[src/sv/cmap_pkg.sv]
`default_nettype none

package cmap_pkg;

    // Color scheme codes held in the scheme register.
    localparam logic [2:0] SCHEME_GRAY   = 3'd0;
    localparam logic [2:0] SCHEME_HOT    = 3'd1;
    localparam logic [2:0] SCHEME_JET    = 3'd2;
    localparam logic [2:0] SCHEME_COLD   = 3'd3;
    localparam logic [2:0] SCHEME_BLUE   = 3'd4;
    localparam logic [2:0] SCHEME_CYCLIC = 3'd5;
    localparam logic [2:0] SCHEME_SIGNED = 3'd6;
    localparam logic [2:0] SCHEME_BLACK  = 3'd7;

    // Configuration register indexes.
    localparam logic [2:0] REG_SCHEME   = 3'd0;
    localparam logic [2:0] REG_LOW      = 3'd1;
    localparam logic [2:0] REG_HIGH     = 3'd2;
    localparam logic [2:0] REG_INV_SPAN = 3'd3;
    localparam logic [2:0] REG_INV_POS  = 3'd4;
    localparam logic [2:0] REG_INV_NEG  = 3'd5;

    // Fixed colors chosen by the range checks or the black scheme instead of the scheme curve.
    localparam logic [2:0] FORCE_NONE  = 3'd0;
    localparam logic [2:0] FORCE_BLACK = 3'd1;
    localparam logic [2:0] FORCE_WHITE = 3'd2;
    localparam logic [2:0] FORCE_RED   = 3'd3;
    localparam logic [2:0] FORCE_BLUE  = 3'd4;

    // Levels are Q.16 with 1.0 at 65536.
    localparam logic [16:0] LEVEL_ONE  = 17'd65536;
    localparam logic [16:0] LEVEL_HALF = 17'd32768;
    localparam logic [16:0] LEVEL_MAX  = 17'd65535;
    localparam logic [16:0] LEVEL_075  = 17'd49152;
    localparam logic [15:0] JET_BASE   = 16'd35389;
    localparam logic [14:0] JET_GAIN   = 15'd30147;

    // Reset values of the configuration registers.
    localparam logic [31:0] RESET_LOW  = 32'd0;
    localparam logic [31:0] RESET_HIGH = 32'd65536;
    localparam logic [31:0] RESET_INV  = 32'd16777216;

    typedef struct packed {
        logic [2:0]  scheme;
        logic [31:0] low_bound;
        logic [31:0] high_bound;
        logic [31:0] inv_span;
        logic [31:0] inv_positive;
        logic [31:0] inv_negative;
    } cfg_t;

    typedef struct packed {
        logic [2:0]  scheme;
        logic [2:0]  force_kind;
        logic        s_pos;
        logic [7:0]  wrap_fix;
        logic [31:0] mul_a;
        logic [31:0] mul_b;
    } front_t;

    typedef struct packed {
        logic [2:0]  scheme;
        logic [2:0]  force_kind;
        logic        s_pos;
        logic [7:0]  wrap_fix;
        logic [63:0] product;
    } prod_t;

    typedef struct packed {
        logic [2:0]  scheme;
        logic [2:0]  force_kind;
        logic        s_pos;
        logic [16:0] t;
    } norm_t;

    typedef struct packed {
        logic [16:0] r;
        logic [16:0] g;
        logic [16:0] b;
    } level_t;

    // Scale a Q.16 level to an 8-bit channel with rounding: (x*255 + 0.5) >> 16.
    function automatic logic [7:0] chan_scale(input logic [16:0] level);
        logic [16:0] clamped;
        logic [24:0] scaled;
        clamped = (level > LEVEL_ONE) ? LEVEL_ONE : level;
        scaled  = {clamped, 8'h00} - {8'h00, clamped} + 25'd32768;
        return scaled[23:16];
    endfunction

endpackage

`default_nettype wire

[src/sv/cmap_front.sv]
`default_nettype none

module cmap_front (
    input  wire logic                clk,
    input  wire logic                rst_n,
    input  wire logic                in_valid,
    output logic                     in_ready,
    input  wire logic signed [31:0]  sample_value,
    input  wire cmap_pkg::cfg_t      cfg,
    output logic                     out_valid,
    input  wire logic                out_ready,
    output cmap_pkg::front_t         out_data
);

    logic               valid_reg;
    cmap_pkg::front_t   data_reg;
    cmap_pkg::front_t   data_next;
    logic signed [32:0] v;
    logic               below;
    logic               at_or_above;
    logic               above;
    logic               s_pos;

    // Offset from the range minimum and the range checks.
    assign v           = {sample_value[31], sample_value}
                         - {cfg.low_bound[31], cfg.low_bound};
    assign below       = v[32];
    assign at_or_above = sample_value >= $signed(cfg.high_bound);
    assign above       = sample_value > $signed(cfg.high_bound);
    assign s_pos       = !sample_value[31] && (sample_value != 32'sd0);

    // Pick the multiplier operands and the fixed color, if any.
    always_comb
    begin
        data_next.scheme     = cfg.scheme;
        data_next.s_pos      = s_pos;
        data_next.wrap_fix   = below ? (8'h00 - cfg.inv_span[7:0]) : 8'h00;
        data_next.mul_a      = v[31:0];
        data_next.mul_b      = cfg.inv_span;
        data_next.force_kind = cmap_pkg::FORCE_NONE;
        unique case (cfg.scheme)
            cmap_pkg::SCHEME_BLACK:
            begin
                data_next.force_kind = cmap_pkg::FORCE_BLACK;
            end
            cmap_pkg::SCHEME_SIGNED:
            begin
                if (s_pos)
                begin
                    data_next.mul_a = sample_value;
                    data_next.mul_b = cfg.inv_positive;
                    if (above)
                    begin
                        data_next.force_kind = cmap_pkg::FORCE_WHITE;
                    end
                end
                else
                begin
                    data_next.mul_b = cfg.inv_negative;
                    if (below)
                    begin
                        data_next.force_kind = cmap_pkg::FORCE_BLACK;
                    end
                end
            end
            cmap_pkg::SCHEME_CYCLIC:
            begin
                data_next.force_kind = cmap_pkg::FORCE_NONE;
            end
            default:
            begin
                if (below)
                begin
                    data_next.force_kind = cmap_pkg::FORCE_BLACK;
                end
                else if (at_or_above)
                begin
                    if (cfg.scheme == cmap_pkg::SCHEME_JET)
                    begin
                        data_next.force_kind = cmap_pkg::FORCE_RED;
                    end
                    else if (cfg.scheme == cmap_pkg::SCHEME_BLUE)
                    begin
                        data_next.force_kind = cmap_pkg::FORCE_BLUE;
                    end
                    else
                    begin
                        data_next.force_kind = cmap_pkg::FORCE_WHITE;
                    end
                end
            end
        endcase
    end

    // Stage register; it loads whenever its slot is free or drains.
    assign in_ready  = !valid_reg || out_ready;
    assign out_valid = valid_reg;
    assign out_data  = data_reg;

    always_ff @(posedge clk or negedge rst_n)
    begin
        if (!rst_n)
        begin
            valid_reg <= 1'b0;
        end
        else if (in_ready)
        begin
            valid_reg <= in_valid;
        end
    end

    always_ff @(posedge clk)
    begin
        if (in_ready && in_valid)
        begin
            data_reg <= data_next;
        end
    end

endmodule

`default_nettype wire

[src/sv/cmap_mult.sv]
`default_nettype none

module cmap_mult (
    input  wire logic              clk,
    input  wire logic              rst_n,
    input  wire logic              in_valid,
    output logic                   in_ready,
    input  wire cmap_pkg::front_t  in_data,
    output logic                   out_valid,
    input  wire logic              out_ready,
    output cmap_pkg::prod_t        out_data
);

    logic             valid_reg;
    cmap_pkg::prod_t  data_reg;
    cmap_pkg::prod_t  data_next;

    // One 32 by 32 unsigned product, offset or sample by reciprocal.
    always_comb
    begin
        data_next.scheme     = in_data.scheme;
        data_next.force_kind = in_data.force_kind;
        data_next.s_pos      = in_data.s_pos;
        data_next.wrap_fix   = in_data.wrap_fix;
        data_next.product    = {32'h0, in_data.mul_a} * {32'h0, in_data.mul_b};
    end

    assign in_ready  = !valid_reg || out_ready;
    assign out_valid = valid_reg;
    assign out_data  = data_reg;

    always_ff @(posedge clk or negedge rst_n)
    begin
        if (!rst_n)
        begin
            valid_reg <= 1'b0;
        end
        else if (in_ready)
        begin
            valid_reg <= in_valid;
        end
    end

    always_ff @(posedge clk)
    begin
        if (in_ready && in_valid)
        begin
            data_reg <= data_next;
        end
    end

endmodule

`default_nettype wire

[src/sv/cmap_norm.sv]
`default_nettype none

module cmap_norm (
    input  wire logic             clk,
    input  wire logic             rst_n,
    input  wire logic             in_valid,
    output logic                  in_ready,
    input  wire cmap_pkg::prod_t  in_data,
    output logic                  out_valid,
    input  wire logic             out_ready,
    output cmap_pkg::norm_t       out_data
);

    logic             valid_reg;
    cmap_pkg::norm_t  data_reg;
    cmap_pkg::norm_t  data_next;
    logic [39:0]      p40;
    logic [15:0]      wrapped;

    // The position is the product shifted down by 24 bits. The cyclic map keeps
    // only the fraction of a 40-bit product, with the sign of a negative offset
    // folded in through the wrap correction.
    assign p40     = in_data.product[63:24];
    assign wrapped = in_data.product[39:24] + {in_data.wrap_fix, 8'h00};

    always_comb
    begin
        data_next.scheme     = in_data.scheme;
        data_next.force_kind = in_data.force_kind;
        data_next.s_pos      = in_data.s_pos;
        unique case (in_data.scheme)
            cmap_pkg::SCHEME_CYCLIC:
            begin
                data_next.t = {1'b0, wrapped};
            end
            cmap_pkg::SCHEME_SIGNED:
            begin
                data_next.t = (p40 > 40'd65536) ? cmap_pkg::LEVEL_ONE : p40[16:0];
            end
            default:
            begin
                data_next.t = (p40 > 40'd65535) ? cmap_pkg::LEVEL_MAX : p40[16:0];
            end
        endcase
    end

    assign in_ready  = !valid_reg || out_ready;
    assign out_valid = valid_reg;
    assign out_data  = data_reg;

    always_ff @(posedge clk or negedge rst_n)
    begin
        if (!rst_n)
        begin
            valid_reg <= 1'b0;
        end
        else if (in_ready)
        begin
            valid_reg <= in_valid;
        end
    end

    always_ff @(posedge clk)
    begin
        if (in_ready && in_valid)
        begin
            data_reg <= data_next;
        end
    end

endmodule

`default_nettype wire

[src/sv/cmap_level.sv]
`default_nettype none

module cmap_level (
    input  wire logic             clk,
    input  wire logic             rst_n,
    input  wire logic             in_valid,
    output logic                  in_ready,
    input  wire cmap_pkg::norm_t  in_data,
    output logic                  out_valid,
    input  wire logic             out_ready,
    output cmap_pkg::level_t      out_data
);

    logic              valid_reg;
    cmap_pkg::level_t  data_reg;
    cmap_pkg::level_t  data_next;
    logic [17:0]       t3;
    logic [1:0]        seg3;
    logic [16:0]       f3;
    logic [16:0]       inv_f3;
    logic [1:0]        seg4;
    logic [16:0]       f4;
    logic [16:0]       inv_f4;
    logic [31:0]       jet_prod;
    logic [16:0]       jet_low;
    logic [17:0]       twice_t;
    logic [16:0]       signed_b;
    logic [16:0]       signed_r;
    logic [16:0]       t;

    assign t = in_data.t;

    // Thirds and quarters of the position, each with its fraction.
    assign t3     = {2'b00, t[15:0]} + {1'b0, t[15:0], 1'b0};
    assign seg3   = t3[17:16];
    assign f3     = {1'b0, t3[15:0]};
    assign inv_f3 = cmap_pkg::LEVEL_ONE - f3;
    assign seg4   = t[15:14];
    assign f4     = {1'b0, t[13:0], 2'b00};
    assign inv_f4 = cmap_pkg::LEVEL_ONE - f4;

    // Lowest jet quarter ramps blue from 0.54 to 1.0.
    assign jet_prod = {17'h0, cmap_pkg::JET_GAIN} * {15'h0, f4} + 32'd32768;
    assign jet_low  = {1'b0, cmap_pkg::JET_BASE} + {1'b0, jet_prod[31:16]};

    // Two-sided map: blue rises over the upper half, red starts at 0.75.
    assign twice_t  = {t, 1'b0};
    assign signed_b = (t > cmap_pkg::LEVEL_HALF) ? 17'(twice_t - 18'd65536) : 17'd0;
    assign signed_r = cmap_pkg::LEVEL_075 + {2'b00, t[16:2]};

    always_comb
    begin
        data_next.r = 17'd0;
        data_next.g = 17'd0;
        data_next.b = 17'd0;
        if (in_data.force_kind != cmap_pkg::FORCE_NONE)
        begin
            unique case (in_data.force_kind)
                cmap_pkg::FORCE_WHITE:
                begin
                    data_next.r = cmap_pkg::LEVEL_ONE;
                    data_next.g = cmap_pkg::LEVEL_ONE;
                    data_next.b = cmap_pkg::LEVEL_ONE;
                end
                cmap_pkg::FORCE_RED:
                begin
                    data_next.r = cmap_pkg::LEVEL_ONE;
                end
                cmap_pkg::FORCE_BLUE:
                begin
                    data_next.b = cmap_pkg::LEVEL_ONE;
                end
                default:
                begin
                    data_next.r = 17'd0;
                end
            endcase
        end
        else
        begin
            unique case (in_data.scheme)
                cmap_pkg::SCHEME_GRAY:
                begin
                    data_next.r = t;
                    data_next.g = t;
                    data_next.b = t;
                end
                cmap_pkg::SCHEME_HOT:
                begin
                    if (seg3 == 2'd0)
                    begin
                        data_next.r = f3;
                    end
                    else if (seg3 == 2'd1)
                    begin
                        data_next.r = cmap_pkg::LEVEL_ONE;
                        data_next.g = f3;
                    end
                    else
                    begin
                        data_next.r = cmap_pkg::LEVEL_ONE;
                        data_next.g = cmap_pkg::LEVEL_ONE;
                        data_next.b = f3;
                    end
                end
                cmap_pkg::SCHEME_JET:
                begin
                    unique case (seg4)
                        2'd0:
                        begin
                            data_next.b = jet_low;
                        end
                        2'd1:
                        begin
                            data_next.g = f4;
                            data_next.b = cmap_pkg::LEVEL_ONE;
                        end
                        2'd2:
                        begin
                            data_next.r = f4;
                            data_next.g = cmap_pkg::LEVEL_ONE;
                            data_next.b = inv_f4;
                        end
                        default:
                        begin
                            data_next.r = cmap_pkg::LEVEL_ONE;
                            data_next.g = inv_f4;
                        end
                    endcase
                end
                cmap_pkg::SCHEME_COLD:
                begin
                    if (seg3 == 2'd0)
                    begin
                        data_next.b = f3;
                    end
                    else if (seg3 == 2'd1)
                    begin
                        data_next.g = f3;
                        data_next.b = cmap_pkg::LEVEL_ONE;
                    end
                    else
                    begin
                        data_next.r = f3;
                        data_next.g = cmap_pkg::LEVEL_ONE;
                        data_next.b = cmap_pkg::LEVEL_ONE;
                    end
                end
                cmap_pkg::SCHEME_BLUE:
                begin
                    data_next.b = t;
                end
                cmap_pkg::SCHEME_CYCLIC:
                begin
                    if (seg3 == 2'd0)
                    begin
                        data_next.r = inv_f3;
                        data_next.b = f3;
                    end
                    else if (seg3 == 2'd1)
                    begin
                        data_next.g = f3;
                        data_next.b = inv_f3;
                    end
                    else
                    begin
                        data_next.r = f3;
                        data_next.g = inv_f3;
                    end
                end
                cmap_pkg::SCHEME_SIGNED:
                begin
                    data_next.r = in_data.s_pos ? signed_r : 17'd0;
                    data_next.g = t;
                    data_next.b = signed_b;
                end
                default:
                begin
                    data_next.r = 17'd0;
                end
            endcase
        end
    end

    assign in_ready  = !valid_reg || out_ready;
    assign out_valid = valid_reg;
    assign out_data  = data_reg;

    always_ff @(posedge clk or negedge rst_n)
    begin
        if (!rst_n)
        begin
            valid_reg <= 1'b0;
        end
        else if (in_ready)
        begin
            valid_reg <= in_valid;
        end
    end

    always_ff @(posedge clk)
    begin
        if (in_ready && in_valid)
        begin
            data_reg <= data_next;
        end
    end

endmodule

`default_nettype wire

[src/sv/scalar_to_rgb_colormap.sv]
// Scalar to RGB color map.
// Input channel: in_valid/in_ready carry one signed Q16.16 sample_value per item.
// Output channel: out_valid/out_ready carry red, green and blue, 8 bits each,
// 255 standing for 1.0, exactly one output item per input item, in order.
// Configuration channel: cfg_valid/cfg_ready with cfg_index and cfg_data; index 0
// selects the scheme, 1 and 2 the range bounds, 3 to 5 the reciprocals that
// software computes. cfg_ready is always high; write only while no item is in
// flight.
// Range checks, a 32 by 32 multiply, position clamp, color curve and channel
// scaling each take one register stage. Throughput is one item per cycle
// while the receiver does not stall.
// Each stage holds its own valid bit and loads whenever it is empty or drains,
// so when the receiver stalls, items close up behind the output register and
// in_ready drops only once every stage holds an item.
// Reset empties the pipeline and loads the scheme gray, range 0 to 1.0 and
// unit reciprocals.
`default_nettype none

module scalar_to_rgb_colormap (
    input  wire logic               clk,
    input  wire logic               rst_n,
    input  wire logic               in_valid,
    output logic                    in_ready,
    input  wire logic signed [31:0] sample_value,
    output logic                    out_valid,
    input  wire logic               out_ready,
    output logic [7:0]              red,
    output logic [7:0]              green,
    output logic [7:0]              blue,
    input  wire logic               cfg_valid,
    output logic                    cfg_ready,
    input  wire logic [2:0]         cfg_index,
    input  wire logic [31:0]        cfg_data
);

    cmap_pkg::cfg_t    cfg_reg;
    cmap_pkg::front_t  front_data;
    cmap_pkg::prod_t   prod_data;
    cmap_pkg::norm_t   norm_data;
    cmap_pkg::level_t  level_data;
    logic              front_valid;
    logic              front_ready;
    logic              prod_valid;
    logic              prod_ready;
    logic              norm_valid;
    logic              norm_ready;
    logic              level_valid;
    logic              level_ready;
    logic              out_valid_reg;
    logic [7:0]        red_reg;
    logic [7:0]        green_reg;
    logic [7:0]        blue_reg;

    // Configuration registers.
    assign cfg_ready = 1'b1;

    always_ff @(posedge clk or negedge rst_n)
    begin
        if (!rst_n)
        begin
            cfg_reg.scheme       <= cmap_pkg::SCHEME_GRAY;
            cfg_reg.low_bound    <= cmap_pkg::RESET_LOW;
            cfg_reg.high_bound   <= cmap_pkg::RESET_HIGH;
            cfg_reg.inv_span     <= cmap_pkg::RESET_INV;
            cfg_reg.inv_positive <= cmap_pkg::RESET_INV;
            cfg_reg.inv_negative <= cmap_pkg::RESET_INV;
        end
        else if (cfg_valid && cfg_ready)
        begin
            unique case (cfg_index)
                cmap_pkg::REG_SCHEME:   cfg_reg.scheme       <= cfg_data[2:0];
                cmap_pkg::REG_LOW:      cfg_reg.low_bound    <= cfg_data;
                cmap_pkg::REG_HIGH:     cfg_reg.high_bound   <= cfg_data;
                cmap_pkg::REG_INV_SPAN: cfg_reg.inv_span     <= cfg_data;
                cmap_pkg::REG_INV_POS:  cfg_reg.inv_positive <= cfg_data;
                cmap_pkg::REG_INV_NEG:  cfg_reg.inv_negative <= cfg_data;
                default:                cfg_reg.scheme       <= cfg_reg.scheme;
            endcase
        end
    end

    // Pipeline stages.
    cmap_front u_front (
        .clk          (clk),
        .rst_n        (rst_n),
        .in_valid     (in_valid),
        .in_ready     (in_ready),
        .sample_value (sample_value),
        .cfg          (cfg_reg),
        .out_valid    (front_valid),
        .out_ready    (front_ready),
        .out_data     (front_data)
    );

    cmap_mult u_mult (
        .clk       (clk),
        .rst_n     (rst_n),
        .in_valid  (front_valid),
        .in_ready  (front_ready),
        .in_data   (front_data),
        .out_valid (prod_valid),
        .out_ready (prod_ready),
        .out_data  (prod_data)
    );

    cmap_norm u_norm (
        .clk       (clk),
        .rst_n     (rst_n),
        .in_valid  (prod_valid),
        .in_ready  (prod_ready),
        .in_data   (prod_data),
        .out_valid (norm_valid),
        .out_ready (norm_ready),
        .out_data  (norm_data)
    );

    cmap_level u_level (
        .clk       (clk),
        .rst_n     (rst_n),
        .in_valid  (norm_valid),
        .in_ready  (norm_ready),
        .in_data   (norm_data),
        .out_valid (level_valid),
        .out_ready (level_ready),
        .out_data  (level_data)
    );

    // Output register: scale the levels to 8-bit channels.
    assign level_ready = !out_valid_reg || out_ready;
    assign out_valid   = out_valid_reg;
    assign red         = red_reg;
    assign green       = green_reg;
    assign blue        = blue_reg;

    always_ff @(posedge clk or negedge rst_n)
    begin
        if (!rst_n)
        begin
            out_valid_reg <= 1'b0;
        end
        else if (level_ready)
        begin
            out_valid_reg <= level_valid;
        end
    end

    always_ff @(posedge clk)
    begin
        if (level_ready && level_valid)
        begin
            red_reg   <= cmap_pkg::chan_scale(level_data.r);
            green_reg <= cmap_pkg::chan_scale(level_data.g);
            blue_reg  <= cmap_pkg::chan_scale(level_data.b);
        end
    end

    // An empty output register means every stage can take an item.
    assert property (@(posedge clk) disable iff (!rst_n)
        !out_valid_reg |-> in_ready)
        else $error("input stalled while output register is empty");

    // An accepted item occupies the first stage on the next cycle.
    assert property (@(posedge clk) disable iff (!rst_n)
        (in_valid && in_ready) |=> front_valid)
        else $error("accepted item did not reach the first stage");

    // Color levels never exceed 1.0.
    assert property (@(posedge clk) disable iff (!rst_n)
        level_valid |-> (level_data.r <= cmap_pkg::LEVEL_ONE)
                        && (level_data.g <= cmap_pkg::LEVEL_ONE)
                        && (level_data.b <= cmap_pkg::LEVEL_ONE))
        else $error("color level above full scale");

endmodule

`default_nettype wire

[config.mk]
export PLATFORM = sky130hd
export DESIGN_NAME = scalar_to_rgb_colormap
export DESIGN_NICKNAME = d
export VERILOG_FILES = /design/src/sv/cmap_pkg.sv /design/src/sv/cmap_front.sv /design/src/sv/cmap_mult.sv /design/src/sv/cmap_norm.sv /design/src/sv/cmap_level.sv /design/src/sv/scalar_to_rgb_colormap.sv
export SDC_FILE = /design/constraint.sdc
export NUM_CORES = 2
export LEC_CHECK = 0
export ABC_AREA = 1
export CAP_MARGIN = 20
export CORE_MARGIN = 4
export CORE_UTILIZATION = 60
export DETAILED_ROUTE_END_ITERATION = 7
export DONT_BUFFER_PORTS = 1
export GPL_TIMING_DRIVEN = 1
export PLACE_DENSITY = 0.76
export SETUP_SLACK_MARGIN = 0.15
export SYNTH_ARGS = -nofsm -noshare
export SYNTH_HDL_FRONTEND = slang
export SYNTH_SLANG_ARGS = --single-unit
[constraint.sdc]
create_clock -name clk -period 15.2 [get_ports clk]
set_input_delay 3.04 -clock clk [delete_from_list [all_inputs] [get_ports clk]]
set_output_delay 3.04 -clock clk [all_outputs]
set_load 0.05 [all_outputs]
==> results.py <==
metrics = {
    "clock_network": {
        "clk_path_buf_depth": 3,
        "clk_pin_slew_ps": 70,
        "insertion_delay_ps": 630,
        "post_cts_resized": 0,
        "postCtsHoldBufs": 0,
        "htreeDepth": 2,
        "cts_tree": "built",
        "cts-buffers-inserted": 45,
        "clockRootBuffer": "clkbuf_16",
        "clkSinkCount": 401,
        "postCtsSetupBuffers": 0,
    },
    "global_routing": {
        "grt-ovfl-total": 0,
        "grt_pass1_wl_microns": 298000,
        "grt_pass1_vias": 54641,
        "antenna_found_initial": 3,
        "grt.total_usage_pct": 35.3,
        "grt_max_degree": 169,
    },
    "floorplanning": {
        "die_h_microns": 331,
        "initial_core_util_pct": 60.4,
        "fp-row-count": 118,
        "die_area_sq_mm": 0.110,
        "die_x_microns": 331,
        "core_area_sq_mm": 0.104,
        "ioPinCount": 99,
    },
    "run": {
        "cap_violations": 0,
    },
    "cells_and_area": {
        "largest_reg_flops": 163,
        "drive_gt1_share_pct": 4.04,
        "area_growth_pct": 4.79,
        "instances_no_fill": 9052,
        "final_nets": 9214,
    },
    "routing": {
        "drt_iter0_drc": 4400,
        "ant_nets": 0,
        "drtPass1Iterations": 7,
        "vias": 51768,
        "wl_per_cell_microns": 20.9,
        "drt_wl_total_microns": 189000,
        "routed_via_density": 5.72,
        "drc": 0,
    },
    "timing": {
        "clock.fmax_mhz": 125,
        "grt_setup_unrepaired": "false",
        "hold_viol_final": 0,
        "relSlewSlack_pct": 19.8,
        "clock_skew_ps": 34.9,
        "timing.hold.ws_ps": 413,
        "worst_slew_pin_slew_ps": 1190,
        "setup_violations": 0,
        "fin_crit_ps": 8020,
        "worst_slack_ps": 7180,
        "period_share_pct": 52.8,
        "tns_ps": 0,
        "slew_violations": 0,
    },
    "place": {
        "gp_congestion": 1.03,
        "io_buffers": 0,
        "dp_hpwl_microns": 146000,
        "post-place-cells": 8964,
        "place_ws_ps": 7210,
    },
    "logic_synthesis": {
        "syn_area_sq_mm": 0.0626,
        "synthMuxAreaShare_pct": 0,
        "synth_xor_area_share_pct": 1.90,
        "synth_top_family_by_area": "adder cells",
        "syn_avg_cell_area_sq_um": 8.07,
        "synthSimpleGateAreaFrac_pct": 17.9,
        "synth_fa_ha_area_share_pct": 41.8,
        "async_reset_ff_share_pct": 41.9,
        "netlist_top_cells_count": "nand2_1 (1,918), inv_1 (1,848), fa_1 (972)",
        "postSynthCellCount": 7760,
        "synthMostInstantiatedCell": "nand2_1",
        "synth_flop_cell": "edfxtp_1",
        "yosys.area.top_type_share_pct": 31.1,
        "ys_ff_latch": 401,
        "synth_compound_area_share_pct": 7.64,
        "synth.net_count": 9341,
        "yosysWarnings": 0,
        "synth_edf_count": 233,
        "yosysTopAreaCell": "fa_1",
        "ys_top_cells_by_area": "fa_1 (31%), nand2_1 (11%), edfxtp_1 (11%)",
        "ys_types": 72,
        "ys_seq_area_share_pct": 17.9,
    },
    "status": {
        "status": "finished clean",
    },
    "setup_path": {
        "start_kind": "flip-flop",
        "critical_path_arrival_ps": 8390,
        "slowest_delay_ps": 860,
        "slowest_stage": "edfxtp_1",
        "path_class": "reg2reg",
        "critPathMaxFanout": 19,
        "end_kind": "flip-flop",
        "required_ps": 15570,
    },
    "hold_path": {
        "hp-class": "reg2reg",
    },
}
cells by family after synthesis:
| kind of cell | Yosys count |
|---|---|
| flip-flops | 401 |
| AND/OR/NAND/NOR | 2738 |
| AO/OA/AOI/OAI | 833 |
| adder cells (fa/ha/maj) | 1509 |
| other | 1 |
| XOR/XNOR | 128 |
| buffers and inverters | 2150 |
critical path: cells and delay by family (launching register included):
kind	cells	cell delay, ps
xor gates and xnor gates	1	70
AOI/OAI and AO/OA	1	400
and+or+nand+nor	9	1220
DFF	1	860
adders and majority gates	9	4440
buffers and inverters	9	790
stage by stage:
| step | area (sq um) | util, % |
|---|---|---|
| floorplan | 62600 | - |
| global placement | 64100 | 61.8 |
| detailed placement | 64100 | 61.8 |
| CTS | 65600 | 63.3 |
| global route | 65600 | 63.3 |
| finish | 65600 | 63.3 |
layer usage:
layer | routed length [microns] | global-route usage [%]
met1 | 69900 | 42.9
met2 | 89200 | 59.2
met3 | 18800 | 8.31
met4 | 11300 | 17.3
met5 | 109 | 0.577
cell type report:
cell class | instances | area, sq um
clock inverter | 35 | 377
tap | 1380 | 1730
timing repair buffer | 94 | 726
clock buffer | 49 | 1140
sequential | 401 | 11200
antenna | 2 | 5.00
multi-input combinational | 5209 | 43400
inverter | 1882 | 7060
fill | 8990 | 38000
cells in the final DEF, fill, tap and decap left out, types with 89 or more instances in the layout:
master	count
ha_1	537
nor2_1	403
fa_1	972
edfxtp_1	233
xor2_1	89
a21oi_1	250
o21ai_0	326
inv_1	1847
nand2_1	1914
nand3_1	159
buf_4	92
dfrtp_1	164
worst paths after layout:
path	start	end	slack, ps	depth (start not counted)
worst min-delay path	u_front.out_data[74]$_DFFE_PP_	u_mult.out_data[74]$_DFFE_PP_	410	0
worst max-delay path	u_front.out_data[45]$_DFFE_PP_	u_mult.out_data[63]$_DFFE_PP_	7180	29
worst min register to register	u_front.out_data[74]$_DFFE_PP_	u_mult.out_data[74]$_DFFE_PP_	410	0
max in group asynchronous	rst_n	cfg_reg[112]$_DFFE_PN1P_	12880	0
min in group asynchronous	rst_n	cfg_reg[125]$_DFFE_PN0P_	2110	0
worst max register to register	u_front.out_data[45]$_DFFE_PP_	u_mult.out_data[63]$_DFFE_PP_	7180	29
Power is left out: the tool's default activity adds up to more than one toggle a clock period on the data nets, which glitch-free logic cannot reach.
